### src/rtl/tpp_pkg.sv
// Shared definitions for the turtle pen plotter: grid size, command codes,
// field widths and the canvas access bundle.
// No dependencies.
package tpp_pkg;

    localparam int GRID_SIZE = 64;
    localparam int COORD_W   = 6;
    localparam int ROW_W     = 64;
    localparam int STEPS_W   = 8;
    localparam int CMD_W     = 3;
    localparam int HEAD_W    = 2;

    // Command codes
    localparam logic [CMD_W-1:0] CMD_PEN_UP   = 3'd0;
    localparam logic [CMD_W-1:0] CMD_PEN_DOWN = 3'd1;
    localparam logic [CMD_W-1:0] CMD_RIGHT    = 3'd2;
    localparam logic [CMD_W-1:0] CMD_LEFT     = 3'd3;
    localparam logic [CMD_W-1:0] CMD_MOVE     = 3'd4;
    localparam logic [CMD_W-1:0] CMD_DUMP     = 3'd5;

    // Heading codes
    localparam logic [HEAD_W-1:0] HEAD_NORTH = 2'd0;
    localparam logic [HEAD_W-1:0] HEAD_EAST  = 2'd1;
    localparam logic [HEAD_W-1:0] HEAD_SOUTH = 2'd2;
    localparam logic [HEAD_W-1:0] HEAD_WEST  = 2'd3;

    // Result status codes
    localparam logic STATUS_OK      = 1'b0;
    localparam logic STATUS_BAD_CMD = 1'b1;

    // Canvas access from the sequencer
    typedef struct packed {
        logic               rd_en;
        logic [COORD_W-1:0] rd_addr;
        logic               wr_en;
        logic [COORD_W-1:0] wr_addr;
        logic [ROW_W-1:0]   wr_data;
    } cv_req_t;

endpackage

### src/rtl/tpp_stepper.sv
// Unit step of the cursor: one position update with clamping at the grid edge.
// Depends on tpp_pkg.
module tpp_stepper
    import tpp_pkg::*;
(
    input  logic [COORD_W-1:0] pos_x,
    input  logic [COORD_W-1:0] pos_y,
    input  logic [HEAD_W-1:0]  heading,
    output logic [COORD_W-1:0] step_x,
    output logic [COORD_W-1:0] step_y
);

    localparam logic [COORD_W-1:0] EDGE = COORD_W'(GRID_SIZE - 1);

    // Advance one cell along the heading, hold at the edge
    always_comb
    begin
        step_x = pos_x;
        step_y = pos_y;
        case (heading)
            HEAD_NORTH:
            begin
                if (pos_y != '0)
                    step_y = pos_y - COORD_W'(1);
            end
            HEAD_EAST:
            begin
                if (pos_x < EDGE)
                    step_x = pos_x + COORD_W'(1);
            end
            HEAD_SOUTH:
            begin
                if (pos_y < EDGE)
                    step_y = pos_y + COORD_W'(1);
            end
            default:
            begin
                if (pos_x != '0)
                    step_x = pos_x - COORD_W'(1);
            end
        endcase
    end

endmodule

### src/rtl/tpp_canvas.sv
// Bitmap store: one row per entry, single write and single registered read port.
// Per-row valid flags make unwritten rows read as cleared. Depends on tpp_pkg.
module tpp_canvas
    import tpp_pkg::*;
(
    input  logic             clk,
    input  logic             rst_n,
    input  cv_req_t          req,
    output logic [ROW_W-1:0] rd_data
);

    localparam int ROW_AW = $clog2(GRID_SIZE);

    logic [ROW_W-1:0]     mem [GRID_SIZE];
    logic [ROW_W-1:0]     rd_word_reg;
    logic                 rd_hit_reg;
    logic [GRID_SIZE-1:0] rows_valid_reg;

    // Write and read the row array
    always_ff @(posedge clk)
    begin
        if (req.wr_en)
            mem[req.wr_addr[ROW_AW-1:0]] <= req.wr_data;
        if (req.rd_en)
            rd_word_reg <= mem[req.rd_addr[ROW_AW-1:0]];
    end

    // Track which rows have been written since reset
    always_ff @(posedge clk or negedge rst_n)
    begin
        if (!rst_n)
        begin
            rows_valid_reg <= '0;
            rd_hit_reg     <= 1'b0;
        end
        else
        begin
            if (req.wr_en)
                rows_valid_reg[req.wr_addr[ROW_AW-1:0]] <= 1'b1;
            if (req.rd_en)
                rd_hit_reg <= rows_valid_reg[req.rd_addr[ROW_AW-1:0]];
        end
    end

    // Drop stale contents of never-written rows
    assign rd_data = rd_hit_reg ? rd_word_reg : '0;

endmodule

### src/rtl/turtle_pen_plotter_core.sv
// Turtle plotter top level: command sequencer, cursor state and result register.
// Depends on tpp_pkg, tpp_stepper and tpp_canvas.
//
// One command is taken at a time; req_stall stays high until the command has
// finished and its results have been queued. Pen up, turns, zero-length moves
// and unknown commands load their reply without touching the canvas; pen down
// marks the cursor cell, a move marks each cell it enters while the pen is
// down, and a dump reads out all 64 rows, waiting while rsp_stall holds a row
// back. The canvas memory has a registered read port: marking a cell is a read
// then a write of its row, and each dumped row is one read before it can be
// loaded into the result register. The canvas needs no clearing pass after
// reset: per-row flags cleared by reset make unwritten rows read as zero.
module turtle_pen_plotter_core
    import tpp_pkg::*;
(
    input  logic               clk,
    input  logic               rst_n,
    input  logic               req_valid,
    output logic               req_stall,
    input  logic [CMD_W-1:0]   cmd,
    input  logic [STEPS_W-1:0] steps,
    output logic               rsp_valid,
    input  logic               rsp_stall,
    output logic [ROW_W-1:0]   row_bits,
    output logic [COORD_W-1:0] row_index,
    output logic               last,
    output logic               status
);

    typedef enum logic [2:0] {
        S_IDLE,
        S_STEP,
        S_MARK,
        S_DUMP_RD,
        S_DUMP_OUT
    } state_t;

    localparam logic [COORD_W-1:0] LAST_ROW = COORD_W'(GRID_SIZE - 1);

    state_t             state_reg, state_next;
    logic [COORD_W-1:0] pos_x_reg, pos_x_next;
    logic [COORD_W-1:0] pos_y_reg, pos_y_next;
    logic [HEAD_W-1:0]  heading_reg, heading_next;
    logic               pen_reg, pen_next;
    logic [STEPS_W-1:0] cnt_reg, cnt_next;
    logic [COORD_W-1:0] row_reg, row_next;
    logic               out_valid_reg, out_valid_next;
    logic [ROW_W-1:0]   out_bits_reg, out_bits_next;
    logic [COORD_W-1:0] out_index_reg, out_index_next;
    logic               out_last_reg, out_last_next;
    logic               out_status_reg, out_status_next;

    logic               accept;
    logic               out_free;
    logic [COORD_W-1:0] step_x, step_y;
    logic [ROW_W-1:0]   rd_data;
    cv_req_t            cv_req;

    tpp_stepper u_stepper (
        .pos_x   (pos_x_reg),
        .pos_y   (pos_y_reg),
        .heading (heading_reg),
        .step_x  (step_x),
        .step_y  (step_y)
    );

    tpp_canvas u_canvas (
        .clk     (clk),
        .rst_n   (rst_n),
        .req     (cv_req),
        .rd_data (rd_data)
    );

    assign out_free  = !out_valid_reg || !rsp_stall;
    assign req_stall = (state_reg != S_IDLE) || !out_free;
    assign accept    = req_valid && !req_stall;

    // Sequence commands, drive the canvas and load results
    always_comb
    begin
        state_next      = state_reg;
        pos_x_next      = pos_x_reg;
        pos_y_next      = pos_y_reg;
        heading_next    = heading_reg;
        pen_next        = pen_reg;
        cnt_next        = cnt_reg;
        row_next        = row_reg;
        out_valid_next  = out_valid_reg && rsp_stall;
        out_bits_next   = out_bits_reg;
        out_index_next  = out_index_reg;
        out_last_next   = out_last_reg;
        out_status_next = out_status_reg;

        cv_req.rd_en    = 1'b0;
        cv_req.rd_addr  = pos_y_reg;
        cv_req.wr_en    = 1'b0;
        cv_req.wr_addr  = pos_y_reg;
        cv_req.wr_data  = rd_data | (ROW_W'(1) << pos_x_reg);

        case (state_reg)
            S_IDLE:
            begin
                if (accept)
                begin
                    // Single-result reply by default
                    out_bits_next   = '0;
                    out_index_next  = '0;
                    out_last_next   = 1'b1;
                    out_status_next = STATUS_OK;
                    case (cmd)
                        CMD_PEN_UP:
                        begin
                            pen_next       = 1'b0;
                            out_valid_next = 1'b1;
                        end
                        CMD_PEN_DOWN:
                        begin
                            pen_next     = 1'b1;
                            cnt_next     = STEPS_W'(1);
                            cv_req.rd_en = 1'b1;
                            state_next   = S_MARK;
                        end
                        CMD_RIGHT:
                        begin
                            heading_next   = heading_reg + HEAD_W'(1);
                            out_valid_next = 1'b1;
                        end
                        CMD_LEFT:
                        begin
                            heading_next   = heading_reg + HEAD_W'(3);
                            out_valid_next = 1'b1;
                        end
                        CMD_MOVE:
                        begin
                            if (steps == '0)
                                out_valid_next = 1'b1;
                            else
                            begin
                                cnt_next   = steps;
                                state_next = S_STEP;
                            end
                        end
                        CMD_DUMP:
                        begin
                            row_next   = '0;
                            state_next = S_DUMP_RD;
                        end
                        default:
                        begin
                            out_status_next = STATUS_BAD_CMD;
                            out_valid_next  = 1'b1;
                        end
                    endcase
                end
            end
            S_STEP:
            begin
                // Advance one cell; fetch its row when the pen is down
                pos_x_next = step_x;
                pos_y_next = step_y;
                if (pen_reg)
                begin
                    cv_req.rd_en   = 1'b1;
                    cv_req.rd_addr = step_y;
                    state_next     = S_MARK;
                end
                else if (cnt_reg == STEPS_W'(1))
                begin
                    out_valid_next = 1'b1;
                    state_next     = S_IDLE;
                end
                else
                    cnt_next = cnt_reg - STEPS_W'(1);
            end
            S_MARK:
            begin
                // Write back the row with the current cell set
                cv_req.wr_en = 1'b1;
                if (cnt_reg == STEPS_W'(1))
                begin
                    out_valid_next = 1'b1;
                    state_next     = S_IDLE;
                end
                else
                begin
                    cnt_next   = cnt_reg - STEPS_W'(1);
                    state_next = S_STEP;
                end
            end
            S_DUMP_RD:
            begin
                cv_req.rd_en   = 1'b1;
                cv_req.rd_addr = row_reg;
                state_next     = S_DUMP_OUT;
            end
            S_DUMP_OUT:
            begin
                // Hand the row on once the result register is free
                if (out_free)
                begin
                    out_valid_next  = 1'b1;
                    out_bits_next   = rd_data;
                    out_index_next  = row_reg;
                    out_last_next   = (row_reg == LAST_ROW);
                    out_status_next = STATUS_OK;
                    if (row_reg == LAST_ROW)
                        state_next = S_IDLE;
                    else
                    begin
                        row_next   = row_reg + COORD_W'(1);
                        state_next = S_DUMP_RD;
                    end
                end
            end
            default:
            begin
                state_next = S_IDLE;
            end
        endcase
    end

    // Hold sequencer state, cursor and result register
    always_ff @(posedge clk or negedge rst_n)
    begin
        if (!rst_n)
        begin
            state_reg      <= S_IDLE;
            pos_x_reg      <= '0;
            pos_y_reg      <= '0;
            heading_reg    <= HEAD_EAST;
            pen_reg        <= 1'b0;
            cnt_reg        <= '0;
            row_reg        <= '0;
            out_valid_reg  <= 1'b0;
            out_bits_reg   <= '0;
            out_index_reg  <= '0;
            out_last_reg   <= 1'b0;
            out_status_reg <= STATUS_OK;
        end
        else
        begin
            state_reg      <= state_next;
            pos_x_reg      <= pos_x_next;
            pos_y_reg      <= pos_y_next;
            heading_reg    <= heading_next;
            pen_reg        <= pen_next;
            cnt_reg        <= cnt_next;
            row_reg        <= row_next;
            out_valid_reg  <= out_valid_next;
            out_bits_reg   <= out_bits_next;
            out_index_reg  <= out_index_next;
            out_last_reg   <= out_last_next;
            out_status_reg <= out_status_next;
        end
    end

    assign rsp_valid = out_valid_reg;
    assign row_bits  = out_bits_reg;
    assign row_index = out_index_reg;
    assign last      = out_last_reg;
    assign status    = out_status_reg;

    // A new command never arrives while a result is still held back
    a_no_accept_pending: assert property (@(posedge clk) disable iff (!rst_n)
        accept |-> !(rsp_valid && rsp_stall))
        else $error("command accepted while a result is pending");

    // Pen up replies in the very next cycle with a final result
    a_pen_up_reply: assert property (@(posedge clk) disable iff (!rst_n)
        (accept && cmd == CMD_PEN_UP) |=> (rsp_valid && last && status == STATUS_OK))
        else $error("pen up did not reply in one cycle");

    // Step and mark phases always have work left
    a_cnt_live: assert property (@(posedge clk) disable iff (!rst_n)
        (state_reg == S_STEP || state_reg == S_MARK) |-> (cnt_reg != '0))
        else $error("step counter empty during a move");

    // Cursor stays on the grid
    a_pos_in_grid: assert property (@(posedge clk) disable iff (!rst_n)
        (pos_x_reg <= LAST_ROW) && (pos_y_reg <= LAST_ROW))
        else $error("cursor left the grid");

endmodule

### config.mk
export PLATFORM = sky130hd
export DESIGN_NAME = turtle_pen_plotter_core
export DESIGN_NICKNAME = d
export VERILOG_FILES = /design/src/rtl/tpp_pkg.sv /design/src/rtl/tpp_stepper.sv /design/src/rtl/tpp_canvas.sv /design/src/rtl/turtle_pen_plotter_core.sv
export SDC_FILE = /design/constraint.sdc
export NUM_CORES = 2
export LEC_CHECK = 0
export BUFFER_PORTS_ARGS = -buffer_cell sky130_fd_sc_hd__buf_2
export CAP_MARGIN = 20
export CELL_PAD_IN_SITES_DETAIL_PLACEMENT = 1
export CELL_PAD_IN_SITES_GLOBAL_PLACEMENT = 1
export CORE_UTILIZATION = 30
export CTS_CLUSTER_SIZE = 25
export DETAILED_ROUTE_END_ITERATION = 6
export MAX_ROUTING_LAYER = met4
export PLACE_DENSITY = 0.47
export SLEW_MARGIN = 20
export SYNTH_ARGS = -nofsm -noshare
export SYNTH_HDL_FRONTEND = slang
export SYNTH_SLANG_ARGS = --single-unit
export TNS_END_PERCENT = 5
### constraint.sdc
create_clock -name clk -period 6.3 [get_ports clk]
set_input_delay 0.63 -clock clk [delete_from_list [all_inputs] [get_ports clk]]
set_output_delay 0.63 -clock clk [all_outputs]
set_load 0.03 [all_outputs]
==> results.txt <==
----------------------------------------------------
[CTS]
  Number of buffers between clock root and the deepest sink ... 4
  Clock tree root driver cell ... sky130_fd_sc_hd__clkbuf_16
  Clock slew at reported path FFs ... ~60 ps
  CTS tree ... built
  Total clock buffers created by CTS ... around 470
  Clock sink count ... 4330
  Number of resized instances in the post-cts repair step ... 0
  Later-pin clock latency in the skew report ... 1070 ps
  Depth of the CTS H-tree ... 5

[Timing]
  RSZ-0062 raised after global routing ... false
  Maximum frequency from static timing analysis ... 0.186 GHz
  Hold Fails Final Rpt ... 0
  Final total negative setup slack ... 0 ps
  Final critical path time including I/O delays and setup ... about 5400 ps
  Relative slew margins ... between 10% and 20%
  Slew at the pin closest to its max-slew limit ... 1200 ps
  Worst clock skew on the final layout ... 88.5 ps
  Max-slew violation count ... 0
  Total setup violations reported at the end of the flow ... 0
  Final worst path period share ... 85.1%

[Worst setup path]
  Worst R2R Start ... pos_y_reg[3]$_DFFE_PN0P_
  R2r setup slk ... 940 ps
  Critical path class ... register to register
  Worst Reg2Reg Path Length in Cells ... 12
  Arrival time of the worst setup path ... 6150 ps
  Critical Path RT ... 7090 ps
  Terminus of the critical flop-to-flop path ... u_canvas.rd_word_reg[0]$_DFFE_PP_
  Nature of the critical path endpoint ... register
  Max Fanout on Critical Path ... 19
  Kind of start point of the critical path ... register

[Run]
  Max-capacitance violation count ... 0

[Global route]
  Vias in the first global route ... between 100k and 150k
  Wire length of the first global-routing pass ... 894 mm
  Pin count of the biggest net entering global routing ... roughly 120
  Initial antenna violation count ... a little over 70
  Overflow after GRT ... 0
  Overall Global Routing Usage ... roughly a quarter

[Floorplan]
  DIE HEIGHT ... about 760 um
  Area of the placeable core ... 565000 um^2
  Initial Util ... 30.1%
  Die X-Extent ... around 760 um
  Number of core rows ... approximately 280
  Die Outline Area ... 570000 um^2
  Number of top-level pins ... around 90

[Cells and area]
  Filler instances ... between 50000 and 60000
  Max FFs per register ... ~4000
  Finished Layout Cells ... 18600
  Final Net Count ... around 11000
  Area added between synthesis and finish ... 17.4%
  Share of layout cells above drive strength 1 ... roughly 16%

[Yosys]
  Share of synthesized area occupied by flip-flops and latches ... 75.9%
  Portion of synthesized cell area occupied by the leading cell type ... 73.4%
  Leading post-synthesis cells by cell area ... sky130_fd_sc_hd__edfxtp_1, sky130_fd_sc_hd__mux2i_1, sky130_fd_sc_hd__mux4_2
  Post-synthesis instance total ... between 10000 and 15000
  Async set-or-reset flop fraction in the synthesized netlist ... approximately 4%
  Netlist area before placement ... 170000 um^2
  Number of enable flip-flop cells after synthesis ... around 4200
  Total of warnings raised by yosys ... 0
  Cell type with the largest total area after synthesis ... sky130_fd_sc_hd__edfxtp_1
  Flip-flop cell with the highest count after synthesis ... sky130_fd_sc_hd__edfxtp_1
  Mean Syn Cell Area ... 16.7 um^2
  Synth cell types ... a little over 80
  Synthesized flop and latch total ... approximately 4300
  Syn_nets ... 10200

[Hold path]
  Worst min-delay path startpoint ... rsp_stall
  Hold path depth ... 4
  Hold worst-path end ... row_reg[2]$_DFFE_PN0P_
  Hold Path Class ... input port to register

[Pwr]
  Power, Total ... between 90 and 100 mW
  Power density over the cells ... ~500 nW/um^2
  Worst vdd rail ir drop ... 0.429 mV
  Static leakage ... 67.8 nW

[Routing]
  First-pass DRT Iterations ... 5
  DRC violations left ... 0
  Aggregate routed wire length ... 663 mm
  Antenna violation net count after detailed routing ... 0
  DR iter-0 viols ... approximately 12000
  Routed len/inst ... between 30 and 40 um
  Total number of vias ... around 100k
  Number of vias per cell ... between 5 and 6

[Placement]
  Count of placed standard cells including taps ... between 15000 and 20000
  Port bufs ... between 80 and 90
  Placer congestion estimate ... 0.789
  DP HPWL ... ~370 mm

[Status]
  Result of the run ... completed

----------------------------------------------------
cells by family after synthesis:
family / after synthesis / synth area share, %
AO/OA/AOI/OAI: 1032 / 4.09
buffers and inverters: 633 / 1.69
flip-flops: 4330 / 75.9
adder cells (fa/ha/maj): 10 / 0.0779
AND/OR/NAND/NOR: 2645 / 7.15
XOR/XNOR: 12 / 0.0617
multiplexers: 1556 / 11.0
routing by layer:
| metal | up-vias | wire, um | global-route usage [%] |
|---|---|---|---|
| li1 | 41000 | - | - |
| met1 | 55200 | 293000 | 32.3 |
| met2 | 3642 | 310000 | 36.6 |
| met3 | 869 | 42100 | 2.77 |
| met4 | 0 | 18400 | 5.88 |
| met5 | - | 0 | - |
report_power, final:
group | switching [mW] | total, mW | internal [mW]
combinational | 23.6 | 35.7 | 12.0
clock | 11.8 | 27.0 | 15.2
sequential | 1.21 | 36.6 | 35.4
total | 36.7 | 99.3 | 62.7
Yosys cell counts (31+ instances only):
cell type,n
sky130_fd_sc_hd__buf_2,155
sky130_fd_sc_hd__and3_1,89
sky130_fd_sc_hd__a31oi_1,73
sky130_fd_sc_hd__and2_1,53
sky130_fd_sc_hd__clkbuf_1,318
sky130_fd_sc_hd__nor3_1,72
sky130_fd_sc_hd__mux2i_1,1293
sky130_fd_sc_hd__nand4_1,63
sky130_fd_sc_hd__a21oi_1,231
sky130_fd_sc_hd__o21ai_0,172
sky130_fd_sc_hd__dfrtp_1,169
sky130_fd_sc_hd__and4b_1,54
sky130_fd_sc_hd__a311oi_1,31
sky130_fd_sc_hd__buf_4,63
sky130_fd_sc_hd__nand3_1,492
sky130_fd_sc_hd__buf_1,76
sky130_fd_sc_hd__edfxtp_1,4160
sky130_fd_sc_hd__nor4_1,65
sky130_fd_sc_hd__mux4_2,258
sky130_fd_sc_hd__a211oi_1,78
sky130_fd_sc_hd__nand2_1,1459
sky130_fd_sc_hd__o22ai_1,126
sky130_fd_sc_hd__a32o_1,66
sky130_fd_sc_hd__nor2_1,137
sky130_fd_sc_hd__a32oi_1,105
sky130_fd_sc_hd__or2_2,78
sky130_fd_sc_hd__o211ai_1,61
worst max path at each step:
stage          cells after the start                                 end                startpoint  slack [ps]
2_1_floorplan                      8     u_canvas.rd_hit_reg$_DFFE_PN0P_  state_reg[1]$_DFFE_PN0P_         700
4_1_cts                           12   u_canvas.rd_word_reg[0]$_DFFE_PP_  pos_y_reg[3]$_DFFE_PN0P_         970
6_report                          12   u_canvas.rd_word_reg[0]$_DFFE_PP_  pos_y_reg[3]$_DFFE_PN0P_         940
5_1_grt                           13  u_canvas.rd_word_reg[57]$_DFFE_PP_  pos_y_reg[1]$_DFFE_PN0P_         750
3_5_place_dp                      12  u_canvas.rd_word_reg[36]$_DFFE_PP_  pos_y_reg[3]$_DFFE_PN0P_         990
3_3_place_gp                      13  u_canvas.rd_word_reg[36]$_DFFE_PP_  pos_y_reg[0]$_DFFE_PN0P_         980
worst max-delay path, stage by stage (launching register included):
cell and delay (ps):
sky130_fd_sc_hd__dfrtp_1 590, sky130_fd_sc_hd__or3b_1 800, sky130_fd_sc_hd__o22ai_1 320, sky130_fd_sc_hd__a21oi_1 170
sky130_fd_sc_hd__and3_1 330, sky130_fd_sc_hd__nor3_2 890, sky130_fd_sc_hd__nand2_4 740, sky130_fd_sc_hd__buf_4 470
sky130_fd_sc_hd__buf_4 200, sky130_fd_sc_hd__o21ai_0 180, sky130_fd_sc_hd__nor4_1 80, sky130_fd_sc_hd__buf_4 140
sky130_fd_sc_hd__and4b_1 160
cell usage in the layout, fill, tap and decap left out, types with 28 or more instances in the layout:
| cell type | instances |
|---|---|
| sky130_fd_sc_hd__buf_4 | 330 |
| sky130_fd_sc_hd__buf_2 | 87 |
| sky130_fd_sc_hd__a32oi_1 | 105 |
| sky130_fd_sc_hd__dfrtp_1 | 168 |
| sky130_fd_sc_hd__edfxtp_1 | 4160 |
| sky130_fd_sc_hd__nand2_1 | 1452 |
| sky130_fd_sc_hd__clkinv_1 | 114 |
| sky130_fd_sc_hd__a211oi_1 | 78 |
| sky130_fd_sc_hd__mux4_2 | 258 |
| sky130_fd_sc_hd__nor4_1 | 63 |
| sky130_fd_sc_hd__a21oi_1 | 228 |
| sky130_fd_sc_hd__clkbuf_1 | 123 |
| sky130_fd_sc_hd__and3_1 | 89 |
| sky130_fd_sc_hd__or2_2 | 77 |
| sky130_fd_sc_hd__mux2i_1 | 1293 |
| sky130_fd_sc_hd__nor2_4 | 67 |
| sky130_fd_sc_hd__and2_1 | 53 |
| sky130_fd_sc_hd__nand4_1 | 63 |
| sky130_fd_sc_hd__buf_12 | 172 |
| sky130_fd_sc_hd__a31oi_1 | 73 |
| sky130_fd_sc_hd__nand3_1 | 488 |
| sky130_fd_sc_hd__and4b_1 | 54 |
| sky130_fd_sc_hd__o21ai_0 | 112 |
| sky130_fd_sc_hd__a311oi_1 | 31 |
| sky130_fd_sc_hd__clkinv_2 | 75 |
| sky130_fd_sc_hd__nor2_1 | 72 |
| sky130_fd_sc_hd__clkbuf_16 | 479 |
| sky130_fd_sc_hd__o211ai_1 | 61 |
| sky130_fd_sc_hd__nor3_1 | 70 |
| sky130_fd_sc_hd__bufinv_16 | 28 |
| sky130_fd_sc_hd__o22ai_1 | 126 |
| sky130_fd_sc_hd__o21ai_4 | 59 |
| sky130_fd_sc_hd__a32o_1 | 66 |
timing repair:
| item | CTS | global route |
|---|---|---|
| endpoints found under the hold margin | 98 | 0 |
| buffers inserted | 0 | 0 |
| hold buffers | 12 | 0 |
per-stage QoR:
step / hold WS [ps] / instance area [um^2] / setup WS, ps / utilization (%)
global route: 121 / 200000 / 750 / 35.4
detailed placement: 447 / 185000 / 985 / 32.7
CTS: 21.6 / 200000 / 970 / 35.4
finish: 88.4 / 200000 / 936 / 35.4
global placement: 446 / 184000 / 978 / 32.7
floorplan: 334 / 170000 / 702 / -
final cells by class:
type | count | area [um^2] | area share, %
Sequential cell | 4330 | 129000 | 64.6
Multi-Input combinational cell | 5255 | 39600 | 19.8
Clock buffer | 613 | 12600 | 6.30
Tap cell | 7506 | 9390 | 4.70
Timing Repair Buffer | 616 | 6820 | 3.41
Clock inverter | 250 | 2200 | 1.10
Inverter | 12 | 45.0 | 0.0225
Antenna cell | 16 | 40.0 | 0.0200
Note: power is estimated with default switching activity, not from simulation.
